<file path="src/sv/vllc_pkg.sv">
// ----------------------------------------------------------------------------
// vllc_pkg
// Shared constants and types of the vector load line coalescer.
// ----------------------------------------------------------------------------
`default_nettype none
package vllc_pkg;

  localparam int unsigned MaxElementsDef = 1024;
  localparam int unsigned QueueDepthDef  = 64;

  localparam int unsigned InDataW  = 216;
  localparam int unsigned OutDataW = 88;
  localparam int unsigned CmdW     = 2;

  localparam logic [1:0] CMD_START = 2'd0;
  localparam logic [1:0] CMD_PUSH  = 2'd1;
  localparam logic [1:0] CMD_ISSUE = 2'd2;

  localparam logic [1:0] MODE_UNIT    = 2'd0;
  localparam logic [1:0] MODE_INDEXED = 2'd1;
  localparam logic [1:0] MODE_STRIDED = 2'd2;
  localparam logic [1:0] MODE_ORDERED = 2'd3;

  localparam logic REG_MEM_LINE = 1'b0;
  localparam logic REG_REG_LINE = 1'b1;

  // Control of one access to the index queue memory.
  typedef struct packed {
    logic wr_en;
    logic rd_en;
  } queue_ctl_t;

endpackage
`default_nettype wire

</file>
<file path="src/sv/vllc_index_ram.sv">
// ----------------------------------------------------------------------------
// vllc_index_ram
// Index value memory: one write port, one registered read port.
// ----------------------------------------------------------------------------
`default_nettype none
module vllc_index_ram #(
  parameter int unsigned Depth = vllc_pkg::QueueDepthDef,
  parameter int unsigned AddrW = (Depth > 1) ? $clog2(Depth) : 1
) (
  input  wire                      clk_i,
  input  wire vllc_pkg::queue_ctl_t ctl_i,
  input  wire [AddrW-1:0]          waddr_i,
  input  wire [63:0]               wdata_i,
  input  wire [AddrW-1:0]          raddr_i,
  output logic [63:0]              rdata_o
);
  import vllc_pkg::*;

  logic [63:0] mem [Depth];

  always_ff @(posedge clk_i) begin
    if (ctl_i.wr_en) begin
      mem[waddr_i] <= wdata_i;
    end
    if (ctl_i.rd_en) begin
      rdata_o <= mem[raddr_i];
    end
  end

endmodule
`default_nettype wire

</file>
<file path="config.mk">
export PLATFORM = sky130hd
export DESIGN_NAME = vllc_index_ram
export DESIGN_NICKNAME = d
export VERILOG_FILES = /design/src/sv/vllc_pkg.sv /design/src/sv/vllc_index_ram.sv
export SDC_FILE = /design/constraint.sdc
export NUM_CORES = 2
export LEC_CHECK = 0
export BUFFER_PORTS_ARGS = -buffer_cell sky130_fd_sc_hd__clkbuf_2
export CORE_MARGIN = 1.5
export CORE_UTILIZATION = 45
export DETAILED_ROUTE_END_ITERATION = 10
export PLACE_DENSITY = 0.71
export SLEW_MARGIN = 20
export SYNTH_ARGS = -nofsm -noshare
export SYNTH_HDL_FRONTEND = slang
export SYNTH_SLANG_ARGS = --single-unit
</file>
<file path="constraint.sdc">
create_clock -name clk_i -period 7.4 [get_ports clk_i]
set_clock_uncertainty 0.1 [all_clocks]
set_input_delay 0.37 -clock clk_i [delete_from_list [all_inputs] [get_ports clk_i]]
set_output_delay 0.37 -clock clk_i [all_outputs]
set_load 0.05 [all_outputs]
</file>
==> load_flow_metrics.sql <==
INSERT INTO impl_metrics (metric_group, metric, value, unit) VALUES
('clock_network', 'maximum_root_to_sink_buffer_count', '4', ''),
('route', 'postRouteAntennaNets', '0', ''),
('power', 'power.total', '48.18', 'mW'),
('hold_path', 'hp-class', 'in2reg', ''),
('synth', 'post_synth_and_or_nand_nor_area_fraction', '1.235', '%'),
('clock_network', 'clock_latency_reported_for_the_late_side_of_the_worst_skew_pair', '0.94', 'ns'),
('sta', 'timing.final.ws_setup', '3.847', 'ns'),
('global_routing', 'via_count_of_the_first_global_routing_pass', '76320', ''),
('synth', 'mux_contribution_to_synthesized_area', '15.55', '%'),
('sta', 'slew_viol_final', '0', ''),
('die', 'num_rows', '216', ''),
('global_routing', 'globalRouteOverflowTotal', '0', ''),
('die', 'die_height', '593.7', 'um'),
('synth', 'share_of_the_yosys_chip_area_belonging_to_registers', '79.57', '%'),
('placement', 'placed_cell_area', '164200', 'sq um'),
('clock_network', 'tritoncts', 'done', ''),
('synth', 'synth-main-ff-cell', 'edfxtp_1', ''),
('die', 'floorplan.initialDensity', '45.28', '%'),
('sta', 'rsz0062_at_grt', 'no', ''),
('worst_setup_path', 'crit_start', 'waddr_i[2]', ''),
('synth', 'postSynth.asyncResetShare', '0', '%'),
('synth', 'synth-adder-area-share', '0', '%'),
('clock_network', 'path_clk_slew', '0.06', 'ns'),
('route', 'wl_per_cell', '35.57', 'um'),
('route', 'detail_route.vias_per_cell', '6.395', ''),
('global_routing', 'wire_length_of_the_first_global_routing_pass', '590.4', 'mm'),
('sta', 'timing.fmax', '0.2814', 'GHz'),
('synth', 'ys_warn_count', '0', ''),
('worst_setup_path', 'crit_end_element', 'flop', ''),
('synth', 'synth_top_family_by_area', 'multiplexers', ''),
('synth', 'complex_gate_fraction_of_the_synthesized_area', '2.467', '%'),
('die', 'die_area', '352400', 'sq um'),
('die', 'fp.dieW', '593.7', 'um'),
('sta', 'finalSetupViolations', '0', ''),
('worst_setup_path', 'critical_path_peak_fanout', '35', ''),
('clock_network', 'cts-htree-levels', '5', ''),
('worst_setup_path', 'destination_of_the_worst_register_to_register_timing_path', 'rdata_o[32]', ''),
('placement', 'port-buffer-count', '142', ''),
('run_status', 'status', 'finished clean', ''),
('layout', 'final_common_cell', 'edfxtp_1', ''),
('synth', 'synth.cell_area', '157000', 'sq um'),
('synth', 'yosys.area_share.xor_xnor', '0', '%'),
('route', 'violation_count_after_the_first_detailed_routing_iteration', '11390', ''),
('clock_network', 'numClockSinks', '4160', ''),
('clock_network', 'cts_post_setup_buffers_inserted', '0', ''),
('synth', 'postSynthCellCount', '6598', ''),
('route', 'drtPass1Iterations', '8', ''),
('synth', 'synth_edf_count', '4160', ''),
('power', 'power_per_cell_area', '272.4', 'nW/um^2'),
('placement', 'gp_congestion', '0.8074', ''),
('route', 'num_vias', '76020', ''),
('sta', 'post-route-min-period', '3.553', 'ns'),
('synth', 'postSynthRegisterBits', '4160', ''),
('route', 'drc_errors', '0', ''),
('layout', 'final_cell_area', '176900', 'sq um'),
('worst_setup_path', 'r2r_setup_slack', '4.85', 'ns'),
('placement', 'dp_hpwl', '223.1', 'mm'),
('layout', 'area_delta_synth_final', '12.67', '%'),
('worst_setup_path', 'crit_arrival', '3.98', 'ns'),
('global_routing', 'grt_antenna_before_repair', '27', ''),
('worst_setup_path', 'critical_path.startpoint_type', 'input port', ''),
('sta', 'slew-limit-headroom', '20.74', '%'),
('power', 'leakage', '54.59', 'nW'),
('die', 'io_pins', '143', ''),
('sta', 'finalSetupTns', '0', 'ns'),
('synth', 'synthDistinctLibCells', '32', ''),
('worst_setup_path', 'endpoint', 'mem[45][23]', ''),
('route', 'postRouteWirelength', '422.8', 'mm'),
('worst_setup_path', 'timing.critical_path.required', '7.82', 'ns'),
('sta', 'worst-slew-pin-transition', '1.189', 'ns'),
('layout', 'drive_gt1_share', '27.55', '%');
[cell usage after synthesis (all sizes together) (38+ instances only)]
cell type  count  area, sq um
nor2         112        420.4
a22o          88        770.7
edfxtp      4160       124900
o22ai         83        519.3
and3          64        400.4
o221ai        38        332.8
a22oi        168         1261
mux2i        135         1351
mux4        1024        23060
buf          230         1249
a211oi        63        473.0
nand3         45        225.2
nand2         58        217.7
clkbuf       140        525.5
[metal layers]
layer	routed length [um]	track usage (%)	up-vias	part of all wire, %
met2	208300	39.02	4994	49
li1	-	-	29310	-
met1	152700	31.42	40864	36
met4	17620	9.108	14	4.2
met5	93	0	-	0.022
met3	44140	4.485	838	10
[how the worst min path moves through the flow]
stage / from / to / slack, ns / cells after the start
final: wdata_i[21] / mem[8][21] / 0.03 / 2
after global routing: wdata_i[26] / mem[50][26] / 0.04 / 2
after global placement: mem[54][63] / rdata_o[63] / 0.80 / 4
after CTS: wdata_i[26] / mem[51][26] / 0.005 / 2
after detailed placement: mem[38][50] / rdata_o[50] / 0.80 / 4
after floorplan: wdata_i[0] / mem[0][0] / 0.37 / 0
[metrics by stage]
step           util (%)  std cells
6_report          51.01      11888
5_1_grt           51.01      11879
4_1_cts           50.93      11858
3_5_place_dp      47.34      11144
3_3_place_gp      47.31      11140
2_1_floorplan         -       6598
[logic make-up after synthesis]
logic type | Yosys count
DFF | 4160
muxes | 1159
AOI/OAI and AO/OA | 504
buffers and inverters | 389
and+or+nand+nor | 386
[critical path, cell delays in order]
cell and delay [ns]:
dlygate4sd3_1 0.54, clkbuf_2 0.25, nor2b_1 0.27, nand3_1 0.64, nor2_4 0.25, buf_4 0.64
buf_4 0.78
[flip-flops by register name, indices dropped and copies added (netlist names)]
register,flops
mem,4096
rdata_o,64
[power by group]
part,switching (mW),internal (mW),leakage (nW),total [mW]
clock,8.64,11.0,6.05,19.6
combinational,1.49,0.802,11.1,2.30
sequential,0.101,26.1,37.5,26.2
[area by class of cell]
cell class | count | area [sq um]
clock inverter | 238 | 2117
multi-input combinational | 2049 | 30780
clock buffer | 472 | 10280
tap | 4578 | 5728
fill | 26043 | 169900
sequential | 4160 | 124900
antenna | 11 | 27.53
inverter | 19 | 71.32
timing repair buffer | 361 | 2962
[timing repair]
item | in CTS | in global routing
hold endpoints to repair | 20 | 1088
hold buffers | 4 | 17
resized for setup | 0 | 0
(Power assumes the default switching activity.)
